===== src/olwd_pkg.sv =====
// Shared types and codes for the ordered list with delete.
// Used by olwd_cell and ordered_list_with_delete_core; no dependencies.
package olwd_pkg;

    typedef logic signed [31:0] t_data;
    typedef logic [1:0]         t_action;
    typedef logic [1:0]         t_status;
    typedef logic [2:0]         t_cell_op;

    localparam t_action ACT_APPEND  = 2'd0;
    localparam t_action ACT_PREPEND = 2'd1;
    localparam t_action ACT_DELETE  = 2'd2;
    localparam t_action ACT_DUMP    = 2'd3;

    localparam t_status STAT_OK        = 2'd0;
    localparam t_status STAT_NOT_FOUND = 2'd1;
    localparam t_status STAT_FULL      = 2'd2;
    localparam t_status STAT_EMPTY     = 2'd3;

    localparam t_cell_op OP_HOLD    = 3'd0;
    localparam t_cell_op OP_APPEND  = 3'd1;
    localparam t_cell_op OP_PREPEND = 3'd2;
    localparam t_cell_op OP_CMP     = 3'd3;
    localparam t_cell_op OP_DELETE  = 3'd4;
    localparam t_cell_op OP_ROTATE  = 3'd5;

endpackage


===== src/ordered_list_with_delete_core.sv =====
// Ordered list with delete: append, prepend, delete first match, dump.
// Append, prepend and empty dump give a registered result; delete runs the compare pass (S_MATCH)
// then the shift pass (S_DELETE) through the cell chain; dump enters S_DUMP before its first entry.
// One item per cycle (insert, empty dump) if output is free; delete and dump take no new request
// until done. Dump streams one entry per cycle unless stalled, rotating the chain back into place.
// Reset (synchronous, active low) clears count, cell valid bits and the controller.
module ordered_list_with_delete_core #(
    parameter int DEPTH = 32
) (
    input  logic              i_clk,
    input  logic              i_rst_n,
    input  logic              i_in_valid,
    output logic              o_in_ready,
    input  olwd_pkg::t_action i_action,
    input  olwd_pkg::t_data   i_value,
    output logic              o_out_valid,
    input  logic              i_out_ready,
    output olwd_pkg::t_status o_status,
    output olwd_pkg::t_data   o_entry,
    output logic              o_last
);
    import olwd_pkg::*;

    localparam int CW = $clog2(DEPTH + 1);

    localparam logic [1:0] S_IDLE   = 2'd0;
    localparam logic [1:0] S_MATCH  = 2'd1;
    localparam logic [1:0] S_DELETE = 2'd2;
    localparam logic [1:0] S_DUMP   = 2'd3;

    logic [1:0]  r_state;
    logic [1:0]  n_state;
    logic [CW-1:0] r_count;
    logic [CW-1:0] n_count;
    logic [CW-1:0] r_left;
    logic [CW-1:0] n_left;
    t_data       r_value;
    logic        r_out_valid;
    logic        n_out_valid;
    t_status     r_status;
    t_status     n_status;
    t_data       r_entry;
    t_data       n_entry;
    logic        r_last;
    logic        n_last;

    t_cell_op    w_op;
    t_data       w_bcast;
    logic        w_out_free;
    logic        w_accept;
    logic        w_full;
    logic        w_any_found;

    t_data       w_data  [DEPTH];
    logic        w_valid [DEPTH];
    logic        w_found [DEPTH];

    assign w_out_free  = !r_out_valid || i_out_ready;
    assign o_in_ready  = (r_state == S_IDLE) && w_out_free;
    assign w_accept    = i_in_valid && o_in_ready;
    assign w_full      = (r_count == CW'(DEPTH));
    assign w_bcast     = (r_state == S_IDLE) ? i_value : r_value;
    assign w_any_found = w_found[DEPTH-1];

    assign o_out_valid = r_out_valid;
    assign o_status    = r_status;
    assign o_entry     = r_entry;
    assign o_last      = r_last;

    for (genvar g = 0; g < DEPTH; g++) begin : g_cell
        t_data w_prev_data;
        logic  w_prev_valid;
        t_data w_next_data;
        logic  w_next_valid;
        logic  w_found_in;

        if (g == 0) begin : g_first
            assign w_prev_data  = w_bcast;
            assign w_prev_valid = 1'b1;
            assign w_found_in   = 1'b0;
        end else begin : g_mid
            assign w_prev_data  = w_data[g-1];
            assign w_prev_valid = w_valid[g-1];
            assign w_found_in   = w_found[g-1];
        end

        if (g == DEPTH - 1) begin : g_last
            assign w_next_data  = '0;
            assign w_next_valid = 1'b0;
        end else begin : g_inner
            assign w_next_data  = w_data[g+1];
            assign w_next_valid = w_valid[g+1];
        end

        olwd_cell u_cell (
            .i_clk        (i_clk),
            .i_rst_n      (i_rst_n),
            .i_op         (w_op),
            .i_bcast      (w_bcast),
            .i_head       (w_data[0]),
            .i_prev_data  (w_prev_data),
            .i_prev_valid (w_prev_valid),
            .i_next_data  (w_next_data),
            .i_next_valid (w_next_valid),
            .i_found      (w_found_in),
            .o_data       (w_data[g]),
            .o_valid      (w_valid[g]),
            .o_found      (w_found[g])
        );
    end

    always_comb begin
        n_state     = r_state;
        n_count     = r_count;
        n_left      = r_left;
        w_op        = OP_HOLD;
        n_out_valid = r_out_valid && !i_out_ready;
        n_status    = r_status;
        n_entry     = r_entry;
        n_last      = r_last;
        case (r_state)
            S_IDLE: begin
                if (w_accept) begin
                    case (i_action)
                        ACT_APPEND, ACT_PREPEND: begin
                            n_out_valid = 1'b1;
                            n_entry     = '0;
                            n_last      = 1'b1;
                            if (w_full) begin
                                n_status = STAT_FULL;
                            end else begin
                                n_status = STAT_OK;
                                n_count  = r_count + CW'(1);
                                w_op     = (i_action == ACT_APPEND) ? OP_APPEND : OP_PREPEND;
                            end
                        end
                        ACT_DELETE: begin
                            n_state = S_MATCH;
                        end
                        default: begin
                            if (r_count == '0) begin
                                n_out_valid = 1'b1;
                                n_status    = STAT_EMPTY;
                                n_entry     = '0;
                                n_last      = 1'b1;
                            end else begin
                                n_left  = r_count;
                                n_state = S_DUMP;
                            end
                        end
                    endcase
                end
            end
            S_MATCH: begin
                w_op    = OP_CMP;
                n_state = S_DELETE;
            end
            S_DELETE: begin
                w_op        = OP_DELETE;
                n_out_valid = 1'b1;
                n_entry     = '0;
                n_last      = 1'b1;
                n_state     = S_IDLE;
                if (w_any_found) begin
                    n_status = STAT_OK;
                    n_count  = r_count - CW'(1);
                end else begin
                    n_status = STAT_NOT_FOUND;
                end
            end
            default: begin
                if (w_out_free) begin
                    w_op        = OP_ROTATE;
                    n_out_valid = 1'b1;
                    n_status    = STAT_OK;
                    n_entry     = w_data[0];
                    n_last      = (r_left == CW'(1));
                    n_left      = r_left - CW'(1);
                    if (r_left == CW'(1)) begin
                        n_state = S_IDLE;
                    end
                end
            end
        endcase
    end

    always_ff @(posedge i_clk) begin
        r_left   <= n_left;
        r_status <= n_status;
        r_entry  <= n_entry;
        r_last   <= n_last;
        if (w_accept) begin
            r_value <= i_value;
        end
        if (!i_rst_n) begin
            r_state     <= S_IDLE;
            r_count     <= '0;
            r_out_valid <= 1'b0;
        end else begin
            r_state     <= n_state;
            r_count     <= n_count;
            r_out_valid <= n_out_valid;
        end
    end

endmodule


===== src/olwd_cell.sv =====
// One storage cell of the list chain: holds an entry and its valid bit.
// Depends on olwd_pkg for the data type and cell operation codes.
module olwd_cell (
    input  logic              i_clk,
    input  logic              i_rst_n,
    input  olwd_pkg::t_cell_op i_op,
    input  olwd_pkg::t_data   i_bcast,
    input  olwd_pkg::t_data   i_head,
    input  olwd_pkg::t_data   i_prev_data,
    input  logic              i_prev_valid,
    input  olwd_pkg::t_data   i_next_data,
    input  logic              i_next_valid,
    input  logic              i_found,
    output olwd_pkg::t_data   o_data,
    output logic              o_valid,
    output logic              o_found
);
    import olwd_pkg::*;

    t_data r_data;
    t_data n_data;
    logic  r_valid;
    logic  n_valid;
    logic  r_match;
    logic  n_match;

    assign o_data  = r_data;
    assign o_valid = r_valid;
    assign o_found = i_found | r_match;

    always_comb begin
        n_data  = r_data;
        n_valid = r_valid;
        n_match = r_match;
        case (i_op)
            OP_APPEND: begin
                if (!r_valid && i_prev_valid) begin
                    n_data  = i_bcast;
                    n_valid = 1'b1;
                end
            end
            OP_PREPEND: begin
                n_data  = i_prev_data;
                n_valid = i_prev_valid;
            end
            OP_CMP: begin
                n_match = r_valid && (r_data == i_bcast);
            end
            OP_DELETE: begin
                if (o_found) begin
                    n_data  = i_next_data;
                    n_valid = i_next_valid;
                end
            end
            OP_ROTATE: begin
                if (i_next_valid) begin
                    n_data = i_next_data;
                end else if (r_valid) begin
                    n_data = i_head;
                end
            end
            default: begin
            end
        endcase
    end

    always_ff @(posedge i_clk) begin
        r_data  <= n_data;
        r_match <= n_match;
        if (!i_rst_n) begin
            r_valid <= 1'b0;
        end else begin
            r_valid <= n_valid;
        end
    end

endmodule

===== config.mk =====
export PLATFORM = sky130hd
export DESIGN_NAME = ordered_list_with_delete_core
export DESIGN_NICKNAME = d
export VERILOG_FILES = /design/src/olwd_pkg.sv /design/src/ordered_list_with_delete_core.sv /design/src/olwd_cell.sv
export SDC_FILE = /design/constraint.sdc
export NUM_CORES = 2
export LEC_CHECK = 0
export BUFFER_PORTS_ARGS = -buffer_cell sky130_fd_sc_hd__clkbuf_2
export CAP_MARGIN = 40
export CELL_PAD_IN_SITES_DETAIL_PLACEMENT = 0
export CELL_PAD_IN_SITES_GLOBAL_PLACEMENT = 2
export CORE_AREA = 2 2 319 557
export CTS_BUF_LIST = sky130_fd_sc_hd__clkbuf_4 sky130_fd_sc_hd__clkbuf_8
export DETAILED_ROUTE_END_ITERATION = 6
export DIE_AREA = 0 0 321 559
export PLACE_DENSITY_LB_ADDON = 0.1
export SETUP_SLACK_MARGIN = 0.2
export SLEW_MARGIN = 20
export SYNTH_ARGS = -nofsm -noshare
export SYNTH_HDL_FRONTEND = slang
export SYNTH_HIERARCHICAL = 1
export SYNTH_SLANG_ARGS = --single-unit

===== constraint.sdc =====
create_clock -name i_clk -period 15.05 [get_ports i_clk]
set_clock_uncertainty 0.2 [all_clocks]
set_input_delay 0.7525 -clock i_clk [delete_from_list [all_inputs] [get_ports i_clk]]
set_output_delay 0.7525 -clock i_clk [all_outputs]
set_load 0.05 [all_outputs]

# After elaboration in Yosys (flattened, before gate mapping)
# Cells that the tools add are included.
dict set report totals {
  register_bits 1170
  inputBits 38
  elab_cells 770
  output_inout_bits 37
}
dict set report op_classes {
  reduce_logical 183
  bitwise_logic 33
  n_eq_ne 149
  mux 298
  n_addsub 3
}
# op count
set op_table {}
lappend op_table {{$mux W32} 130}
lappend op_table {{$pmux W32 S4} 32}
lappend op_table {{$eq A32 B32 Y1} 32}
lappend op_table {{$ne A2 B1 Y1 const B} 67}
lappend op_table {{$reduce_and A4 Y1} 32}
lappend op_table {{$pmux W1 S3} 33}
lappend op_table {{$pmux W32 S3} 1}
lappend op_table {{$ne A3 B1 Y1 const B} 31}
lappend op_table {{$reduce_and A3 Y1} 31}
lappend op_table {{$mux W1} 70}
lappend op_table {{$logic_and A1 B1 Y1} 66}
lappend op_table {{$pmux W32 S2} 1}
lappend op_table {{$mux W6} 8}
lappend op_table {{$logic_not A1 Y1} 33}
lappend op_table {{$or A1 B1 Y1} 31}
lappend op_table {{$mux W2} 12}
lappend op_table {{$pmux W6 S2} 2}
lappend op_table {{$reduce_and A5 Y1} 4}
lappend op_table {{$ne A2 B2 Y1 const B} 7}
lappend op_table {{$pmux W2 S3} 2}
lappend op_table {{$reduce_bool A4 Y1} 3}
lappend op_table {{$sub A6 B1 Y6 const B} 2}
lappend op_table {{$pmux W3 S3} 1}
lappend op_table {{$pmux W2 S2} 2}
lappend op_table {{other kinds (20)} 33}

# Logic depth before layout (Yosys ltp)
dict set report logic_depth {
  depth_word 33
  mapped_depth 62
  ltp_nobuf 62
}

# Modules after synthesis
# Netlist, hierarchy kept.
# module instances cells_each area_per_inst_um2 seq_area_each_um2
set by_module_without_submodules {}
lappend by_module_without_submodules {{olwd_cell (g_cell[0].u_cell ...)} 25 212 2324.7 1011.0}
lappend by_module_without_submodules {{olwd_cell (g_cell[3].u_cell ...)} 7 227 2343.5 1011.0}
lappend by_module_without_submodules {ordered_list_with_delete_core 1 280 3786.1 2372.3}

# Least setup slack after synthesis
# Ideal clock, no wire load.
dict set report synth_timing {
  path_kind {input port to flip-flop}
  startpoint {input i_out_ready}
  endpoint {register g_cell[3].u_cell.r_data[19], data pin}
  path_buffers 1
  t_arrival_ns 13.199
  required_ns 14.582
  cell_stages 8
  path_slack_ns 1.383
  setup_ns 0.268
  path_cell_list {nand2b_2 > and3_1 > buf_4 > nand3b_1 > a22oi_1 > nor2_1 > mux2i_1 > o21ai_0}
}
dict set report synth_via {
  elab_chain_cells 7
  elab_cells_between_ends 11
  classes_between {eq/ne (4); mux (4); reduce/logical (3)}
}
# item line
set synth_rtl {}
lappend synth_rtl {{start, declared} ordered_list_with_delete_core.sv:17} ;# input logic i_out_ready,
lappend synth_rtl {{$logic_or A1 B1 Y1 *} ordered_list_with_delete_core.sv:58} ;# assign w_out_free = !r_out_valid || i_out_ready;
lappend synth_rtl {{$logic_and A1 B1 Y1} ordered_list_with_delete_core.sv:59} ;# assign o_in_ready = (r_state == S_IDLE) && w_out_free;
lappend synth_rtl {{$logic_and A1 B1 Y1} ordered_list_with_delete_core.sv:60} ;# assign w_accept = i_in_valid && o_in_ready;
lappend synth_rtl {{$mux W2} ordered_list_with_delete_core.sv:123} ;# if (w_accept) begin
lappend synth_rtl {{$pmux W3 S3 *} ordered_list_with_delete_core.sv:121} ;# case (r_state)
lappend synth_rtl {{named net w_op[0]} ordered_list_with_delete_core.sv:47} ;# t_cell_op w_op;
lappend synth_rtl {{$eq A3 B3 Y1, or another cell as far along} olwd_cell.sv:35} ;# case (i_op)
lappend synth_rtl {{$pmux W32 S4 *} olwd_cell.sv:35}
lappend synth_rtl {{named net g_cell[3].u_cell.n_data[19]} olwd_cell.sv:21} ;# t_data n_data;
lappend synth_rtl {{end signal, assigned} olwd_cell.sv:68} ;# r_data <= n_data;
lappend synth_rtl {{end, declared} olwd_cell.sv:20} ;# t_data r_data;
# The timed path passes the listed nets; every way through them passes the cells marked *.
# A chain may end at the register's enable or synchronous reset.

# Worst setup path after layout
dict set report layout_timing {
  startpoint {register g_cell[0].u_cell.r_match}
  endpoint {register r_count[1]}
}
dict set report layout_via {
  elab_chain_cells 33
}
# item line
set layout_rtl {}
lappend layout_rtl {{start, declared} olwd_cell.sv:24} ;# logic r_match;
lappend layout_rtl {{start signal, assigned} olwd_cell.sv:69} ;# r_match <= n_match;
lappend layout_rtl {{$or A1 B1 Y1} olwd_cell.sv:29} ;# assign o_found = i_found | r_match;
lappend layout_rtl {{named net g_cell[2].w_found_in} ordered_list_with_delete_core.sv:75} ;# logic w_found_in;
lappend layout_rtl {{$or A1 B1 Y1} olwd_cell.sv:29}
lappend layout_rtl {{named net g_cell[3].w_found_in} ordered_list_with_delete_core.sv:75}
lappend layout_rtl {{$or A1 B1 Y1} olwd_cell.sv:29}
lappend layout_rtl {{named net g_cell[4].w_found_in} ordered_list_with_delete_core.sv:75}
lappend layout_rtl {{$or A1 B1 Y1} olwd_cell.sv:29}
lappend layout_rtl {{named net g_cell[5].w_found_in} ordered_list_with_delete_core.sv:75}
lappend layout_rtl {{(+1 left out)} n/a}
lappend layout_rtl {{named net g_cell[6].w_found_in} ordered_list_with_delete_core.sv:75}
lappend layout_rtl {{(+1 left out)} n/a}
lappend layout_rtl {{named net g_cell[7].w_found_in} ordered_list_with_delete_core.sv:75}
lappend layout_rtl {{(+1 left out)} n/a}
lappend layout_rtl {{named net g_cell[8].w_found_in} ordered_list_with_delete_core.sv:75}
lappend layout_rtl {{(+1 left out)} n/a}
lappend layout_rtl {{named net g_cell[9].w_found_in} ordered_list_with_delete_core.sv:75}
lappend layout_rtl {{(+1 left out)} n/a}
lappend layout_rtl {{named net g_cell[10].w_found_in} ordered_list_with_delete_core.sv:75}
lappend layout_rtl {{(+1 left out)} n/a}
lappend layout_rtl {{named net g_cell[11].w_found_in} ordered_list_with_delete_core.sv:75}
lappend layout_rtl {{(+1 left out)} n/a}
lappend layout_rtl {{named net g_cell[12].w_found_in} ordered_list_with_delete_core.sv:75}
lappend layout_rtl {{(+1 left out)} n/a}
lappend layout_rtl {{named net g_cell[13].w_found_in} ordered_list_with_delete_core.sv:75}
lappend layout_rtl {{(+1 left out)} n/a}
lappend layout_rtl {{named net g_cell[14].w_found_in} ordered_list_with_delete_core.sv:75}
lappend layout_rtl {{(+1 left out)} n/a}
lappend layout_rtl {{named net g_cell[15].w_found_in} ordered_list_with_delete_core.sv:75}
lappend layout_rtl {{(+1 left out)} n/a}
lappend layout_rtl {{named net g_cell[16].w_found_in} ordered_list_with_delete_core.sv:75}
lappend layout_rtl {{(+1 left out)} n/a}
lappend layout_rtl {{named net g_cell[17].w_found_in} ordered_list_with_delete_core.sv:75}
lappend layout_rtl {{(+1 left out)} n/a}
lappend layout_rtl {{named net g_cell[18].w_found_in} ordered_list_with_delete_core.sv:75}
lappend layout_rtl {{(+1 left out)} n/a}
lappend layout_rtl {{named net g_cell[19].w_found_in} ordered_list_with_delete_core.sv:75}
lappend layout_rtl {{(+1 left out)} n/a}
lappend layout_rtl {{named net g_cell[20].w_found_in} ordered_list_with_delete_core.sv:75}
lappend layout_rtl {{(+1 left out)} n/a}
lappend layout_rtl {{named net g_cell[21].w_found_in} ordered_list_with_delete_core.sv:75}
lappend layout_rtl {{(+1 left out)} n/a}
lappend layout_rtl {{named net g_cell[22].w_found_in} ordered_list_with_delete_core.sv:75}
lappend layout_rtl {{(+1 left out)} n/a}
lappend layout_rtl {{named net g_cell[23].w_found_in} ordered_list_with_delete_core.sv:75}
lappend layout_rtl {{(+1 left out)} n/a}
lappend layout_rtl {{named net g_cell[24].w_found_in} ordered_list_with_delete_core.sv:75}
lappend layout_rtl {{(+1 left out)} n/a}
lappend layout_rtl {{named net g_cell[25].w_found_in} ordered_list_with_delete_core.sv:75}
lappend layout_rtl {{(+1 left out)} n/a}
lappend layout_rtl {{named net g_cell[26].w_found_in} ordered_list_with_delete_core.sv:75}
lappend layout_rtl {{(+1 left out)} n/a}
lappend layout_rtl {{named net g_cell[27].w_found_in} ordered_list_with_delete_core.sv:75}
lappend layout_rtl {{(+1 left out)} n/a}
lappend layout_rtl {{named net g_cell[28].w_found_in} ordered_list_with_delete_core.sv:75}
lappend layout_rtl {{(+1 left out)} n/a}
lappend layout_rtl {{named net g_cell[29].w_found_in} ordered_list_with_delete_core.sv:75}
lappend layout_rtl {{$or A1 B1 Y1} olwd_cell.sv:29}
lappend layout_rtl {{named net g_cell[30].w_found_in} ordered_list_with_delete_core.sv:75}
lappend layout_rtl {{$or A1 B1 Y1} olwd_cell.sv:29}
lappend layout_rtl {{named net g_cell[31].w_found_in} ordered_list_with_delete_core.sv:75}
lappend layout_rtl {{$or A1 B1 Y1} olwd_cell.sv:29}
lappend layout_rtl {{named net w_any_found} ordered_list_with_delete_core.sv:52} ;# logic w_any_found;
lappend layout_rtl {{$ne A2 B1 Y1 (no line)} n/a}
lappend layout_rtl {{$reduce_and A5 Y1 (no line)} n/a}
lappend layout_rtl {{end signal, assigned} ordered_list_with_delete_core.sv:201} ;# r_count <= n_count;
lappend layout_rtl {{end, declared} ordered_list_with_delete_core.sv:33} ;# logic [CW-1:0] r_count;
# The timed path passes the listed nets, and every way through them passes these cells.

==> metrics.md <==
| Metric | Value |
|---|---|
| Status | complete, but fails checks |
| Violated checks | DRC |
| CTS sink count | 1170 |
| RR Startpoint | g_cell[0].u_cell/r_match |
| Vias in the first global route | 63836 |
| Max FO, Critical Path | 8 |
| Layout cell share with drive strength beyond 1 | 0.113 |
| Worst setup EP type | flop |
| RSZ-0062 raised after global routing | no |
| Max Clock Freq | 86.6 MHz |
| Commonest non-fill, non-tap cell in the layout | edfxtp_1 |
| Total Wirelength | 317 mm |
| Slew @ Worst Pin | 941 ps |
| TNS Setup | 0 ps |
| Pre-Repair DR Iteration Count | 7 |
| Post-synth top flop | edfxtp_1 |
| Placer Congestion | 0.967 |
| Worst path slowest cell | or2_2 |
| Row count | 203 |
| Slew headroom | 0.355 |
| Fin. Hold Viols | 0 |
| Die extent in x | 321 um |
| # fillers | 16182 |
| Avg Cell Area, Syn | 10.9 sq um |
| Min cycle time layout | 11550 ps |
| Hold crit path type | in2reg |
| Hold_buf cts | 35 |
| Worst vdd ir | 141 uV |
| Post-DR wirelength/cell | 32.6 um |
| Delay-heaviest family, CP | simple AND/OR/NAND/NOR gates |
| Power density cells | 259 mW/mm^2 |
| Initial drt markers | 7705 |
| Worst Hold Slack | 142 ps |
| Final Cycle Share | 0.767 |
| CP max stage delay | 370 ps |
| EDFF count, synth | 1129 |
| Max_cap viols | 0 |
| Starting Density | 0.448 |
| Worst hold endpoint | r_left[5] |
| IO Count | 75 |
| Setup bufs post-CTS | 0 |
| Area of the multi-input gates | 0.0408 sq mm |
| Final setup violation count | 0 |
| Sequential area share after synthesis | 0.443 |
| Hold Path Origin | i_action[0] |
| Most frequent cells in the layout | edfxtp_1 (1129), mux2i_1 (871), a22oi_1 (823), o21ai_1 (725), xnor2_1 (685) |
| Buf/Inv on CP | 26 |
| TritonCTS Buffers | 199 |
| Via count | 64215 |
| Reg area | 0.0347 sq mm |
| Die H | 559 um |
| FF-to-FF setup slack | 3500 ps |
| Clock Path Buffers | 4 |
| Root buf cell | clkbuf_8 |
| Synth Instances | 7169 |
| DRC | 56 |
| Largest net degree at the start of global routing | 136 |
| CP dominant cell by count | nor2_1 |
| Ys Warns | 6 |
| H-tree depth | 4 |
| ANT nets after route | 0 |
| Grt ovf | 0 |
| Hold Crit Depth | 3 |
| Crit start category | flop |
| Area growth syn-to-layout | 10.5% |
| Post-DP HPWL | 224 mm |
| Mapped cell area | 0.0783 sq mm |
| CP arrival | 12150 ps |
| Max-slew violations | 0 |
| First-pass GRT wire length | 458 mm |
| Clk_lat worst skew | 930 ps |
| Post-CTS Resized | 0 |
| Placeable core region | 0.175 sq mm |
| Yosys reg bits | 1170 |
| Die ar. | 0.179 sq mm |
| Lkg Pwr | 34.0 nW |
| R2R Path End | r_count[1] |
| CP Class | reg2reg |
| Total GRT Usage | 0.345 |
| PortBufs | 74 |
| Final nets | 7373 |
| Clock transition at path regs | 70 ps |
| Synth cell types | 62 |
| CTS tree | yes |
| Vias per cell | 6.59 |
| FFs w/ async S/R, synth | 0 |
| Critical Path RT | 15650 ps |
| Initial antenna violation count | 16 |
| Worst reg2reg path depth | 63 |
[kinds of logic after synthesis]
logic type	Yosys count	synth area share
multiplexers	908	0.117
adder cells (fa/ha/maj)	8	0.00128
XOR/XNOR	956	0.107
flip-flops	1170	0.443
AO/OA/AOI/OAI	2433	0.208
AND/OR/NAND/NOR	1063	0.0807
other	2	0.0000959
buffers and inverters	629	0.0427
[worst max-delay path by stage]
stage                                        endpoint  slack, ps  cells after the start                      from
after floorplan           g_cell[3].u_cell/o_data[19]       1380                      8               i_out_ready
after global placement                     r_count[1]       3490                     62  g_cell[0].u_cell/r_match
after detailed placement                   r_count[1]       3580                     62  g_cell[0].u_cell/r_match
after CTS                                  r_count[1]       3530                     62  g_cell[0].u_cell/r_match
after global routing                       r_count[1]       2590                     63  g_cell[0].u_cell/r_match
final                                      r_count[1]       3500                     63  g_cell[0].u_cell/r_match
[layout make-up]
type	count	share of cell area
Antenna cell	12	0.000347
Sequential cell	1170	0.401
Clock buffer	266	0.0381
Clock inverter	90	0.00659
Inverter	140	0.00607
Tap cell	2255	0.0326
Multi-Input combinational cell	5406	0.471
Timing Repair Buffer	410	0.0439
[sequential cells by signal, summed over array words and instances (netlist names)]
signal	count
g_cell.u_cell/r_match	32
r_state	2
r_count	6
o_last	1
r_left	6
o_status	2
g_cell.u_cell/o_valid	32
g_cell.u_cell/o_data	1024
r_value	32
o_out_valid	1
o_entry	32
[stage by stage]
step	setup WS (ps)	utilization	cell area (sq um)	instances	total power, mW
floorplan	1380	-	78400	7205	15.0
global placement	3490	0.462	80800	9261	18.7
detailed placement	3580	0.470	82100	9332	19.1
CTS	3530	0.494	86300	9723	22.1
global route	2590	0.495	86500	9740	23.4
finish	3500	0.495	86500	9749	22.4
[layer usage]
| layer | track usage | wire [um] |
|---|---|---|
| met1 | 0.382 | 114000 |
| met2 | 0.582 | 155000 |
| met3 | 0.0673 | 20300 |
| met4 | 0.264 | 27700 |
| met5 | 0 | 19 |
[worst register-to-register path: cells and delay by family, from the launching register on]
kind / cells / cell delay, ps
muxes: 1 / 220
buffers and inverters: 26 / 2400
and+or+nand+nor: 35 / 7960
AOI/OAI and AO/OA: 1 / 310
DFF: 1 / 360
[power by group]
group | leakage (nW) | switching, mW | internal (mW)
combinational | 20.9 | 6.91 | 4.10
sequential | 11.0 | 2.29 | 6.15
clock | 2.05 | 1.43 | 1.54
total | 34.0 | 10.6 | 11.8
[cell usage after synthesis, types with 8 or more instances]
cell type  count  share of area
edfxtp_1    1129           0.43
mux2i_1      875           0.11
a22oi_1      826          0.079
o21ai_1      725          0.046
xnor2_1      685          0.077
nor2_1       308          0.015
xor2_1       271          0.030
buf_2        246          0.016
a21oi_1      230          0.015
a222oi_1     214          0.027
nand4_1      159          0.013
o21ai_0      154         0.0098
inv_1        140         0.0067
clkbuf_1     114         0.0055
nor4_1        99         0.0079
nand2b_1      98         0.0078
nor2b_1       69         0.0055
buf_6         60         0.0086
nor3b_1       59         0.0057
buf_4         58         0.0056
nand2_1       44         0.0021
dfxtp_1       41          0.010
nor3_1        41         0.0026
nand3_1       40         0.0026
o22a_1        39         0.0044
a211o_1       35         0.0039
and2_1        33         0.0026
mux2_2        33         0.0047
o22ai_1       33         0.0026
nor3b_4       32         0.0077
a21o_1        26         0.0025
a21oi_2       25         0.0028
a311o_1       25         0.0032
a31o_1        25         0.0028
and4_1        25         0.0028
o211a_1       25         0.0032
o21a_1        25         0.0024
or3b_1        25         0.0028
ha_1           8         0.0013
or2_2          8        0.00064
(Power assumes the default switching activity.)
